--- src/mvfs_pkg.sv ---
// Package for the MPEG video frame splitter: result record, start codes, constants.
// No dependencies.
package mvfs_pkg;

  localparam int OFFSET_BITS_DEF = 32;
  localparam int QUEUE_DEPTH     = 4;

  localparam logic [7:0] CODE_PICTURE  = 8'h00;
  localparam logic [7:0] CODE_USERDATA = 8'hB2;
  localparam logic [7:0] CODE_SEQUENCE = 8'hB3;
  localparam logic [7:0] CODE_EXTEN    = 8'hB5;
  localparam logic [7:0] CODE_GOP      = 8'hB8;
  localparam logic [3:0] EXT_ID_SEQ    = 4'h1;
  localparam logic [2:0] PIC_TYPE_I    = 3'h1;

  localparam logic [1:0] VK_UNKNOWN = 2'd0;
  localparam logic [1:0] VK_MPEG1   = 2'd1;
  localparam logic [1:0] VK_MPEG2   = 2'd2;

  typedef struct packed {
    logic        kind;
    logic [31:0] frame_offset;
    logic [31:0] frame_size;
    logic        keyframe;
    logic        header_found;
    logic [11:0] pic_width;
    logic [11:0] pic_height;
    logic [3:0]  aspect_code;
    logic [3:0]  rate_code;
    logic [17:0] bitrate_value;
    logic [1:0]  video_kind;
    logic        last_result;
  } result_t;

  // one parsed byte: up to three results, in order
  typedef struct packed {
    logic [2:0] valid;
    result_t    r0;
    result_t    r1;
    result_t    r2;
  } group_t;

endpackage

--- src/mpeg_video_frame_splitter_unit.sv ---
// MPEG-1/2 video frame splitter, top level. Depends on mvfs_pkg, mvfs_parser,
// mvfs_queue, mvfs_serializer.
// Throughput: one byte per cycle while the queue is not full; each byte is parsed
// in the cycle it is accepted. A byte's first result goes through a queue write,
// then an output register load. A byte with n results holds the queue head for n loads.
// Reset: synchronous active-low rst_n clears parser state, queue and output valid.
module mpeg_video_frame_splitter_unit import mvfs_pkg::*; #(
  parameter int OFFSET_BITS = OFFSET_BITS_DEF
) (
  input  logic         clk,
  input  logic         rst_n,
  input  logic         in_tvalid,
  output logic         in_tready,
  input  logic [7:0]   in_tdata,   // [7:0] data_byte
  input  logic         in_tlast,   // end_of_stream
  output logic         out_tvalid,
  input  logic         out_tready,
  output logic [119:0] out_tdata,  // frame_offset[31:0], frame_size[63:32], keyframe[64],
                                   // header_found[65], pic_width[77:66], pic_height[89:78],
                                   // aspect_code[93:90], rate_code[97:94],
                                   // bitrate_value[115:98], video_kind[117:116], zeros
  output logic         out_tuser,  // kind
  output logic         out_tlast   // last_result
);

  logic    acc, grp_valid, q_full, q_empty, q_pop;
  group_t  grp, q_data;
  result_t res;

  // queue may stall the input; back part drains independently
  assign in_tready = !q_full;
  assign acc       = in_tvalid && in_tready;

  mvfs_parser #(.OFFSET_BITS(OFFSET_BITS)) u_parser (
    .clk, .rst_n, .byte_valid(acc), .data_byte(in_tdata), .end_of_stream(in_tlast),
    .grp_valid, .grp
  );

  mvfs_queue u_queue (
    .clk, .rst_n, .wr_en(grp_valid), .wr_data(grp), .full(q_full), .empty(q_empty),
    .rd_en(q_pop), .rd_data(q_data)
  );

  mvfs_serializer u_ser (
    .clk, .rst_n, .q_empty, .q_data, .q_pop, .out_valid(out_tvalid), .out_data(res),
    .out_ready(out_tready)
  );

  assign out_tuser = res.kind;
  assign out_tlast = res.last_result;
  assign out_tdata = {2'b00, res.video_kind, res.bitrate_value, res.rate_code,
                      res.aspect_code, res.pic_height, res.pic_width, res.header_found,
                      res.keyframe, res.frame_size, res.frame_offset};

endmodule

--- src/mvfs_parser.sv ---
// Front part: start code scan, header capture, frame boundary tracking.
// Depends on mvfs_pkg. Emits one result group per byte that causes any result.
module mvfs_parser import mvfs_pkg::*; #(
  parameter int OFFSET_BITS = OFFSET_BITS_DEF
) (
  input  logic       clk,
  input  logic       rst_n,
  input  logic       byte_valid,
  input  logic [7:0] data_byte,
  input  logic       end_of_stream,
  output logic       grp_valid,
  output group_t     grp
);

  typedef logic [OFFSET_BITS-1:0] pos_t;

  pos_t       pos_r, cur_start_r, pre_start_r;
  logic       cur_valid_r, pre_valid_r, cur_key_r, any_emit_r;
  logic [1:0] zero_run_r, pic_cnt_r;
  logic       code_pend_r, saw_seq_r, hdr_valid_r, ext_pend_r, mpeg2_r;
  logic [3:0] cap_cnt_r;
  logic [7:0] hdr_r [7];

  pos_t       pos_nxt, cur_start_nxt, pre_start_nxt;
  logic       cur_valid_nxt, pre_valid_nxt, cur_key_nxt, any_emit_nxt;
  logic [1:0] zero_run_nxt, pic_cnt_nxt;
  logic       code_pend_nxt, saw_seq_nxt, hdr_valid_nxt, ext_pend_nxt, mpeg2_nxt;
  logic [3:0] cap_cnt_nxt;
  group_t     grp_c;

  function automatic result_t frame_res(pos_t off, pos_t sz, logic key);
    result_t r;
    r = '0;
    r.frame_offset = 32'(off);
    r.frame_size   = 32'(sz);
    r.keyframe     = key;
    return r;
  endfunction

  always_comb begin
    pos_t     p, end_p, size;
    result_t  res [3];
    result_t  summ;
    logic [1:0] n;
    logic       is_prefix;
    pos_nxt = pos_r; cur_start_nxt = cur_start_r; pre_start_nxt = pre_start_r;
    cur_valid_nxt = cur_valid_r; pre_valid_nxt = pre_valid_r;
    cur_key_nxt = cur_key_r; any_emit_nxt = any_emit_r;
    zero_run_nxt = zero_run_r; pic_cnt_nxt = pic_cnt_r;
    code_pend_nxt = code_pend_r; saw_seq_nxt = saw_seq_r;
    hdr_valid_nxt = hdr_valid_r; ext_pend_nxt = ext_pend_r; mpeg2_nxt = mpeg2_r;
    cap_cnt_nxt = cap_cnt_r;
    res[0] = '0; res[1] = '0; res[2] = '0; summ = '0;
    n = 2'd0;
    p = pos_r - pos_t'(3);
    end_p = '0;
    size = pos_r + pos_t'(1);
    is_prefix = 1'b0;

    if (cap_cnt_r != 4'd0) begin
      if (cap_cnt_r == 4'd8) begin
        hdr_valid_nxt = 1'b1;
        cap_cnt_nxt   = 4'd0;
      end else begin
        cap_cnt_nxt = cap_cnt_r + 4'd1;
      end
    end
    if (ext_pend_r) begin
      ext_pend_nxt = 1'b0;
      if (data_byte[7:4] == EXT_ID_SEQ) mpeg2_nxt = 1'b1;
    end
    if (pic_cnt_r == 2'd1) pic_cnt_nxt = 2'd2;
    else if (pic_cnt_r == 2'd2) begin
      pic_cnt_nxt = 2'd0;
      cur_key_nxt = (data_byte[5:3] == PIC_TYPE_I);
    end

    if (code_pend_r) begin
      code_pend_nxt = 1'b0;
      zero_run_nxt  = (data_byte == 8'h00) ? 2'd1 : 2'd0;
      if (data_byte == CODE_SEQUENCE) begin
        saw_seq_nxt = 1'b1;
        if (!hdr_valid_nxt && cap_cnt_nxt == 4'd0) cap_cnt_nxt = 4'd1;
      end else if (data_byte == CODE_EXTEN && saw_seq_r) begin
        ext_pend_nxt = 1'b1;
      end
      is_prefix = (data_byte == CODE_USERDATA) || (data_byte == CODE_SEQUENCE) ||
                  (data_byte == CODE_EXTEN) || (data_byte == CODE_GOP);
      if (data_byte == CODE_PICTURE) begin
        end_p = pre_valid_r ? pre_start_r : p;
        if (cur_valid_r && end_p > cur_start_r) begin
          res[0] = frame_res(cur_start_r, end_p - cur_start_r, cur_key_r);
          n = 2'd1;
          any_emit_nxt = 1'b1;
        end
        cur_start_nxt = end_p;
        cur_valid_nxt = 1'b1;
        pre_valid_nxt = 1'b0;
        cur_key_nxt   = 1'b0;
        pic_cnt_nxt   = 2'd1;
      end else if (is_prefix && !pre_valid_r) begin
        pre_start_nxt = p;
        pre_valid_nxt = 1'b1;
      end
    end else if (data_byte == 8'h00) begin
      if (zero_run_r < 2'd2) zero_run_nxt = zero_run_r + 2'd1;
    end else if (data_byte == 8'h01 && zero_run_r == 2'd2) begin
      code_pend_nxt = 1'b1;
      zero_run_nxt  = 2'd0;
    end else begin
      zero_run_nxt = 2'd0;
    end

    pos_nxt = size;
    if (end_of_stream) begin
      if (cur_valid_nxt && cur_start_nxt < size) begin
        res[n] = frame_res(cur_start_nxt, size - cur_start_nxt, cur_key_nxt);
        n = n + 2'd1;
        any_emit_nxt = 1'b1;
      end
      if (!any_emit_nxt && size != '0) begin
        res[n] = frame_res('0, size, 1'b1);
        n = n + 2'd1;
      end
      summ.kind = 1'b1;
      summ.last_result = 1'b1;
      // final capture byte may arrive with end of stream
      if (hdr_valid_nxt) begin
        summ.header_found  = 1'b1;
        summ.pic_width     = {hdr_r[0], hdr_r[1][7:4]};
        summ.pic_height    = {hdr_r[1][3:0], hdr_r[2]};
        summ.aspect_code   = hdr_r[3][7:4];
        summ.rate_code     = hdr_r[3][3:0];
        summ.bitrate_value = {hdr_r[4], hdr_r[5], hdr_r[6][7:6]};
      end
      summ.video_kind = mpeg2_nxt ? VK_MPEG2 : (saw_seq_nxt ? VK_MPEG1 : VK_UNKNOWN);
      res[n] = summ;
      n = n + 2'd1;
    end else if (n != 2'd0) begin
      res[0].last_result = 1'b1;
    end

    grp_c.valid = (n == 2'd3) ? 3'b111 : (n == 2'd2) ? 3'b011 :
                  (n == 2'd1) ? 3'b001 : 3'b000;
    grp_c.r0 = res[0];
    grp_c.r1 = res[1];
    grp_c.r2 = res[2];
  end

  assign grp_valid = byte_valid && (grp_c.valid != 3'b000);
  assign grp       = grp_c;

  always_ff @(posedge clk) begin
    if (!rst_n || (byte_valid && end_of_stream)) begin
      pos_r <= '0; cur_start_r <= '0; pre_start_r <= '0;
      cur_valid_r <= 1'b0; pre_valid_r <= 1'b0; cur_key_r <= 1'b0;
      any_emit_r <= 1'b0; zero_run_r <= '0; pic_cnt_r <= '0;
      code_pend_r <= 1'b0; saw_seq_r <= 1'b0; hdr_valid_r <= 1'b0;
      ext_pend_r <= 1'b0; mpeg2_r <= 1'b0; cap_cnt_r <= '0;
    end else if (byte_valid) begin
      pos_r <= pos_nxt; cur_start_r <= cur_start_nxt; pre_start_r <= pre_start_nxt;
      cur_valid_r <= cur_valid_nxt; pre_valid_r <= pre_valid_nxt;
      cur_key_r <= cur_key_nxt; any_emit_r <= any_emit_nxt;
      zero_run_r <= zero_run_nxt; pic_cnt_r <= pic_cnt_nxt;
      code_pend_r <= code_pend_nxt; saw_seq_r <= saw_seq_nxt;
      hdr_valid_r <= hdr_valid_nxt; ext_pend_r <= ext_pend_nxt;
      mpeg2_r <= mpeg2_nxt; cap_cnt_r <= cap_cnt_nxt;
    end
  end

  // header bytes: gated by capture count; cleared by reset and at end of stream
  always_ff @(posedge clk) begin
    if (!rst_n || (byte_valid && end_of_stream)) begin
      for (int i = 0; i < 7; i++) hdr_r[i] <= 8'h00;
    end else if (byte_valid && cap_cnt_r >= 4'd1 && cap_cnt_r <= 4'd7) begin
      hdr_r[3'(cap_cnt_r - 4'd1)] <= data_byte;
    end
  end

endmodule

--- src/mvfs_queue.sv ---
// Short FIFO of result groups between parser and output serializer.
// Depends on mvfs_pkg.
module mvfs_queue import mvfs_pkg::*; #(
  parameter int DEPTH = QUEUE_DEPTH
) (
  input  logic   clk,
  input  logic   rst_n,
  input  logic   wr_en,
  input  group_t wr_data,
  output logic   full,
  output logic   empty,
  input  logic   rd_en,
  output group_t rd_data
);

  localparam int AW = $clog2(DEPTH);

  group_t        mem_r [DEPTH];
  logic [AW-1:0] wp_r, rp_r;
  logic [AW:0]   cnt_r;

  assign full    = (cnt_r == (AW+1)'(DEPTH));
  assign empty   = (cnt_r == '0);
  assign rd_data = mem_r[rp_r];

  always_ff @(posedge clk) begin
    if (wr_en) mem_r[wp_r] <= wr_data;
  end

  always_ff @(posedge clk) begin
    if (!rst_n) begin
      wp_r <= '0; rp_r <= '0; cnt_r <= '0;
    end else begin
      if (wr_en) wp_r <= (wp_r == AW'(DEPTH-1)) ? '0 : wp_r + AW'(1);
      if (rd_en) rp_r <= (rp_r == AW'(DEPTH-1)) ? '0 : rp_r + AW'(1);
      cnt_r <= cnt_r + (AW+1)'(wr_en) - (AW+1)'(rd_en);
    end
  end

endmodule

--- src/mvfs_serializer.sv ---
// Back part: walks the results of one queued group into a registered output.
// Depends on mvfs_pkg.
module mvfs_serializer import mvfs_pkg::*; (
  input  logic    clk,
  input  logic    rst_n,
  input  logic    q_empty,
  input  group_t  q_data,
  output logic    q_pop,
  output logic    out_valid,
  output result_t out_data,
  input  logic    out_ready
);

  logic [1:0] idx_r;
  logic       ovalid_r;
  result_t    odata_r;
  logic       load;
  logic       last_of_grp;
  result_t    cur;

  always_comb begin
    case (idx_r)
      2'd0:    cur = q_data.r0;
      2'd1:    cur = q_data.r1;
      default: cur = q_data.r2;
    endcase
    case (idx_r)
      2'd0:    last_of_grp = !q_data.valid[1];
      2'd1:    last_of_grp = !q_data.valid[2];
      default: last_of_grp = 1'b1;
    endcase
  end

  assign load      = !q_empty && (!ovalid_r || out_ready);
  assign q_pop     = load && last_of_grp;
  assign out_valid = ovalid_r;
  assign out_data  = odata_r;

  always_ff @(posedge clk) begin
    if (!rst_n) begin
      idx_r <= '0; ovalid_r <= 1'b0;
    end else begin
      if (load) idx_r <= last_of_grp ? 2'd0 : idx_r + 2'd1;
      if (load) ovalid_r <= 1'b1;
      else if (out_ready) ovalid_r <= 1'b0;
    end
  end

  always_ff @(posedge clk) begin
    if (load) odata_r <= cur;
  end

endmodule

--- config.mk ---
export PLATFORM = sky130hd
export DESIGN_NAME = mpeg_video_frame_splitter_unit
export DESIGN_NICKNAME = d
export VERILOG_FILES = /design/src/mvfs_pkg.sv /design/src/mpeg_video_frame_splitter_unit.sv /design/src/mvfs_parser.sv /design/src/mvfs_queue.sv /design/src/mvfs_serializer.sv
export SDC_FILE = /design/constraint.sdc
export NUM_CORES = 2
export LEC_CHECK = 0
export ABC_AREA = 1
export BUFFER_PORTS_ARGS = -buffer_cell sky130_fd_sc_hd__buf_2
export CAP_MARGIN = 40
export CORE_UTILIZATION = 30
export DETAILED_ROUTE_END_ITERATION = 8
export PLACE_DENSITY = 0.53
export SLEW_MARGIN = 40
export SYNTH_ARGS = -nofsm -noshare
export SYNTH_HDL_FRONTEND = slang
export SYNTH_SLANG_ARGS = --single-unit
export TNS_END_PERCENT = 30
--- constraint.sdc ---
create_clock -name clk -period 26.9 [get_ports clk]
set_input_delay 5.38 -clock clk [delete_from_list [all_inputs] [get_ports clk]]
set_output_delay 5.38 -clock clk [all_outputs]
set_load 0.05 [all_outputs]
* Word-level counts from Yosys, hierarchy flattened
Memory sizes are Yosys's and may differ from the RTL's. A register that Yosys moved wholly into a read port is not among the register bits.
Index checks and enable logic that the tools add are counted.
** Cells by class
- Add/subtract/negate cells :: 15
- $lt $le $gt $ge :: 11
- Equal/unequal tests :: 19
- Muxes and demuxes :: 96
- Bitwise operators :: 4
- Reductions and logical operators :: 45
** Operator list (number)
- $mux W360 :: 4
- $bwmux W360 :: 3
- $demux W120 S2 :: 3
- $mux W120 :: 5
- $mux W240 :: 1
- $pmux W120 S2 :: 1
- $mux W119 :: 2
- $mux W51 :: 2
- $mux W32 :: 3
- $sub A32 B32 Y32 :: 2
- $mux W1 :: 42
- $mux W2 :: 20
- $add A32 B1 Y32 const B :: 1
- $eq A8 B8 Y1 const B :: 4
- $gt A32 B32 Y1 :: 1
- $lt A32 B32 Y1 :: 1
- $reduce_bool A32 Y1 :: 1
- $sub A32 B2 Y32 const B :: 1
- $mux W4 :: 5
- $logic_and A1 B1 Y1 :: 17
- $add A2 B1 Y2 const B :: 7
- $eq A2 B2 Y1 const B :: 6
- $ge A3 B3 Y1 const B :: 3
- $logic_not A1 Y1 :: 9
- other kinds (32) :: 46
** Storage, ports and cells
- Register bits after elaboration :: 243
- Memory bits (writable) :: 1508
- Input bits :: 13
- Output and inout bits :: 124
- Logic and storage cells :: 224
- Memories :: 2
** Memory list
- u_queue.mem_r :: words 4, bits a word 363, read ports 1, clocked after Yosys merged registers in 1, write ports 1, line mvfs_queue.sv:18 : group_t mem_r [DEPTH];
- u_parser.hdr_r :: words 7, bits a word 8, read ports 7, clocked after Yosys merged registers in 0, write ports 7, line mvfs_parser.sv:22 : logic [7:0] hdr_r [7];

* Logic depth before layout (Yosys ltp)
- Depth in word-level cells :: 23
- Mapped depth :: 35
- Mapped depth without buffers :: 32

* Cells and area by module
A second synthesis with hierarchy kept.
** Second synthesis, totals
- Cells, all modules :: 7859
- Area total of the unflattened synthesis :: 79871.6 um^2
** Modules (own cells, without submodules)
- mvfs_queue :: times used 1, cells each 4294, area an instance 57044.7 um^2
- mvfs_parser :: times used 1, cells each 3005, area an instance 17010.1 um^2
- mvfs_serializer :: times used 1, cells each 554, area an instance 5784.3 um^2
- mpeg_video_frame_splitter_unit :: times used 1, cells each 6, area an instance 32.5 um^2

* Least setup slack after synthesis
OpenSTA, ideal clock, no wires.
- Path kind :: in2reg
- From :: input port in_tdata[4]
- To :: memory u_queue.mem_r[0][10] (netlist name), enable pin
- Setup time :: 1025 ps
- Arrival :: 20186 ps
- Data required time :: 25875 ps
- Slack :: 5688 ps
- Cell stages on the path :: 12
- Path through :: nor2_1 nand2_1 nor2_1 nand3_1 nor2_2 inv_2 nor2_1 nand2_1 buf_2 inv_2 o21ai_2 nor2_1
** On the way
- Longest elaborated chain between the ends :: 21
- Elaborated cells between the ends (all ways) :: 33
** Ends and longest elaborated chain
- start: declaration :: line mpeg_video_frame_splitter_unit.sv:14 : input logic [7:0] in_tdata,
- $logic_not A8 Y1 (*) :: line mvfs_parser.sv:89 : if (data_byte == CODE_PICTURE) begin
- parallel branches: the longest is 11 deep, another holds $lt A32 B32 Y1
- $mux W2 (*) :: line mvfs_parser.sv:115 : if (end_of_stream) begin
- $eq A2 B1 Y1 :: line mvfs_parser.sv:144 : (n == 2'd1) ? 3'b001 : 3'b000;
- $mux W1 :: line mvfs_parser.sv:144
- $mux W3 :: line mvfs_parser.sv:143 : grp_c.valid = (n == 2'd3) ? 3'b111 : (n == 2'd2) ? 3'b011 :
- $mux W3 (*) :: line mvfs_parser.sv:143
- $reduce_bool A3 Y1 (*) :: line mvfs_parser.sv:150 : assign grp_valid = byte_valid && (grp_c.valid != 3'b000);
- $logic_and A1 B1 Y1 (*) :: line mvfs_parser.sv:150
- $mux W1 (*) :: line mvfs_queue.sv:27 : if (wr_en) mem_r[wp_r] <= wr_data;
- $mux W1 (not written as such) (*) :: line mvfs_queue.sv:27
- end: declaration :: line mvfs_queue.sv:18
Mark *: on every way between the ends. The select of a mux whose other input is x is not followed.

==> results_tabular.tex <==
\begin{tabular}{lr}
\hline
Metric & Value \\
\hline
\multicolumn{2}{l}{\textbf{Outcome}} \\
\quad Run status & complete, no violations \\
\multicolumn{2}{l}{\textbf{Floorplanning}} \\
\quad Site row count & roughly 180 \\
\quad Core region area & $\sim$230000 sq um \\
\quad Die ar. & between 200000 and 250000 sq um \\
\quad Top-Level Pins & between 100 and 150 \\
\quad X dimension of the die & roughly 490 um \\
\quad Die Y-Extent & between 400 and 500 um \\
\quad Effective utilization at floorplan & a little under a third \\
\multicolumn{2}{l}{\textbf{Timing}} \\
\quad Final hold vios & 0 \\
\quad Setup Viol. Count Final & 0 \\
\quad Smallest setup slack after layout & about 14 ns \\
\quad Unrepaired setup endpoints after global routing & no \\
\quad Clk\_skew & 0.0714 ns \\
\quad Slew of the pin with the lowest slew margin & about 0.9 ns \\
\quad Headroom to the max-slew limit & between 30\% and 40\% \\
\quad Maximum operating frequency & between 70 and 80 MHz \\
\quad Final Cycle Share & 47.6\% \\
\quad Aggregate negative setup slack & 0 ns \\
\quad Crit path time final & around 13 ns \\
\quad Final-report max-slew violation count & 0 \\
\multicolumn{2}{l}{\textbf{Setup path}} \\
\quad Signal arrival time at the worst endpoint & about 13 ns \\
\quad Worst EP required & roughly 27 ns \\
\quad Worst reg2reg startpoint & u\_parser.pos\_r[0]\$\_SDFFE\_PP0P\_ \\
\quad Endpoint of the most critical register-to-register path & u\_queue.mem\_r[0][145]\$\_DFFE\_PP\_ \\
\quad Worst Setup End Kind & register \\
\quad CP max FO & 32 \\
\quad Max incr delay on CP & approximately 0.7 ns \\
\quad Startpoint types & input pin \\
\quad Category of the most critical setup path & in -> reg \\
\quad Reg2Reg Setup Slack & about 18 ns \\
\quad Slowest CP cell & o21ai\_0 \\
\quad Cell count of the worst reg-to-reg path & 28 \\
\multicolumn{2}{l}{\textbf{Pwr}} \\
\quad Power per cell area & 101 nW/um\^{}2 \\
\quad Static Leak & 29.0 nW \\
\quad Total Power & about 8 mW \\
\quad Max VDD drop & about 73 uV \\
\multicolumn{2}{l}{\textbf{Global routing}} \\
\quad Maximum number of pins on one net before global-route repair & between 150 and 200 \\
\quad Vias in the first global route & around 48000 \\
\quad First-pass GRT wire length & 332000 um \\
\quad Antenna violations before repair & 9 \\
\quad Total Routing Usage GR & 18.9\% \\
\quad Grt total ovfl & 0 \\
\multicolumn{2}{l}{\textbf{Logic synthesis}} \\
\quad Synth Flop Type & edfxtp\_1 \\
\quad Number of enable flip-flop cells after synthesis & roughly 1500 \\
\quad Number of warnings reported in the yosys synthesis log & 0 \\
\quad Unique cell type count in the Yosys netlist & between 50 and 60 \\
\quad Post-synthesis sequential area ratio & roughly 67\% \\
\quad FFs w/ async S/R, synth & 0\% \\
\quad Netlist area before placement & $\sim$70000 sq um \\
\quad Number of storage elements in the synthesis netlist & approximately 1600 \\
\quad Number of cells produced by synthesis & approximately 6600 \\
\quad Post-synthesis average cell area & around 11 sq um \\
\multicolumn{2}{l}{\textbf{Clocking}} \\
\quad Clock transition at the registers of the reported paths & 0.06 ns \\
\quad Root Buffer & clkbuf\_16 \\
\quad \# H-tree levels & 4 \\
\quad Sinks on the clock net & around 1600 \\
\quad Maximum count of clock buffers along a single path & 3 \\
\quad Source-to-sink clock delay at the later pin of the worst-skew pair & approximately 0.85 ns \\
\quad Number of gates resized after cts & 0 \\
\quad Cts bufs inserted & around 170 \\
\quad Post-CTS setup buffer count & 0 \\
\quad Cts-stage hold buffer count & 0 \\
\quad CTS tree & done \\
\multicolumn{2}{l}{\textbf{Detailed routing}} \\
\quad Via count of the routed design & around 51000 \\
\quad Total iterations of the first detailed-routing run & 6 \\
\quad Post-detailed-route via-to-cell ratio & between 5 and 6 \\
\quad Antenna Nets Post-Route & 0 \\
\quad First-iteration detailed-routing DRC count & between 4000 and 5000 \\
\quad Final WL & approximately 230000 um \\
\quad DRC violation count after routing & 0 \\
\quad WL/cell & between 20 and 25 um \\
\multicolumn{2}{l}{\textbf{Finish}} \\
\quad Nets & 6704 \\
\quad Most common library cell in the layout ignoring fill and taps & edfxtp\_1 \\
\quad Number of standard cells in the final layout excluding fillers & slightly below 10000 \\
\quad Fraction of final layout cells with drive strength greater than 1 & slightly above 8\% \\
\quad Area added between synthesis and finish & 13.8\% \\
\quad Register area & 47000 sq um \\
\quad \# fillers & 23200 \\
\quad Total area of multi-input combinational cells & $\sim$20000 sq um \\
\quad Most frequent cells in the layout & 1480 x edfxtp\_1, 1223 x nor2\_1, 862 x nand2\_1 \\
\multicolumn{2}{l}{\textbf{Worst hold path}} \\
\quad Path class of the lowest-slack min-delay path & reg -> reg \\
\quad Worst Hold Path EP & u\_parser.pre\_start\_r[8]\$\_SDFFE\_PP0P\_ \\
\quad Cell depth of the worst min-delay path & 2 \\
\quad Startpoint of the lowest-slack hold path & u\_parser.pre\_start\_r[8]\$\_SDFFE\_PP0P\_ \\
\multicolumn{2}{l}{\textbf{Place}} \\
\quad Dpl cells & approximately 9600 \\
\quad Quantity of I/O buffers inserted on ports & about 130 \\
\quad Half-perimeter wire length of the detailed placement result & around 150000 um \\
\quad Minimum setup slack after placement & about 13 ns \\
\quad Final weighted congestion in routability-driven placement & 0.955 \\
\multicolumn{2}{l}{\textbf{Flow run}} \\
\quad Maximum Capacitance Violations & 0 \\
\hline
\end{tabular}
==> logic make-up (layout without fill, tap and decap cells) <==
group                    after synthesis  in the layout  share of synthesized area (%)
adder cells (fa/ha/maj)               90             90                           1.63
other                                  1              7                        0.00533
XOR/XNOR                              65             65                          0.820
flip-flops                          1607           1607                           66.8
buffers and inverters                757            918                           4.19
AND/OR/NAND/NOR                     2529           2529                           14.6
AO/OA/AOI/OAI                       1526           1526                           12.0
==> synth_stat cells, types with 8 or more instances <==
cell	number	area share, %
edfxtp_1	1480	63
nor2_2	8	0.071
a21oi_1	204	1.5
or2_2	25	0.22
buf_2	18	0.13
ha_1	87	1.5
nor3_1	31	0.22
nand2_1	865	4.6
a22o_1	33	0.41
o21a_1	19	0.20
nand3b_1	13	0.14
a22oi_1	17	0.18
o21ai_0	856	6.1
nand4_1	72	0.64
buf_1	27	0.14
a211oi_1	11	0.12
clkbuf_1	316	1.7
xnor2_1	15	0.19
dfxtp_1	127	3.6
a21boi_0	12	0.13
nand3_1	263	1.9
inv_2	13	0.069
nor2_1	1230	6.6
o22ai_1	324	2.9
o211ai_1	8	0.085
inv_1	357	1.9
buf_4	14	0.15
o21ai_1	16	0.11
xor2_1	49	0.61
==> stage by stage <==
stage | cell area (sq um) | utilization [%] | hold slack [ns]
after floorplan | 70400 | - | 0.424
after global placement | 74300 | 31.9 | 0.435
after detailed placement | 74500 | 32.0 | 0.453
after CTS | 80000 | 34.4 | 0.464
after global routing | 80100 | 34.4 | 0.488
final | 80100 | 34.4 | 0.462
==> area by class of cell <==
class / instances / share of cell area, %
Tap cell: 3132 / 4.89
Antenna cell: 5 / 0.0156
Timing Repair Buffer: 232 / 2.12
Clock inverter: 86 / 1.10
Clock buffer: 226 / 5.73
Multi-Input combinational cell: 4212 / 25.7
Inverter: 374 / 1.78
Sequential cell: 1607 / 58.7
==> per-layer routing <==
layer | global-route usage, % | up-vias | wire [um]
li1 | - | 23300 | -
met1 | 25.5 | 25400 | 100000
met2 | 31.4 | 1611 | 110000
met3 | 2.59 | 307 | 13000
met4 | 5.91 | 0 | 6390
met5 | 0 | - | 0
==> worst max path at each step <==
stage | start | to | slack (ns)
floorplan | in_tdata[4] | u_queue.mem_r[0][10]$_DFFE_PP_ | 5.69
detailed placement | in_tdata[4] | u_queue.mem_r[0][180]$_DFFE_PP_ | 13.42
global placement | in_tdata[4] | u_queue.mem_r[0][180]$_DFFE_PP_ | 12.76
CTS | in_tdata[4] | u_queue.mem_r[0][180]$_DFFE_PP_ | 14.29
global route | in_tdata[4] | u_queue.mem_r[0][180]$_DFFE_PP_ | 13.76
finish | in_tdata[4] | u_queue.mem_r[2][180]$_DFFE_PP_ | 14.10
==> flip-flops by register name, summed over array words and instances, names as in the netlist, 3 cells and up, named ones only <==
signal / count
u_queue.mem_r: 1312
u_ser.out_data: 120
u_parser.hdr_r: 50
u_parser.cur_start_r: 32
u_parser.pos_r: 32
u_parser.pre_start_r: 32
u_parser.cap_cnt_r: 4
u_queue.cnt_r: 3
==> worst max-delay path: cells and delay by family <==
kind	cells	cell delay [ns]
simple gates	12	2.73
buf+inv	9	2.43
fa+ha+maj	2	0.62
compound gates	6	2.03
==> power breakdown <==
part           total [mW]  switching (mW)  internal, mW  leakage, nW
Sequential           3.09           0.105          2.99         15.4
Combinational        2.68            2.05         0.625         10.9
Clock                2.29            1.00          1.29         2.63
Total                8.07            3.16          4.90         29.0
No activity file was read; power rests on OpenSTA's default activity.
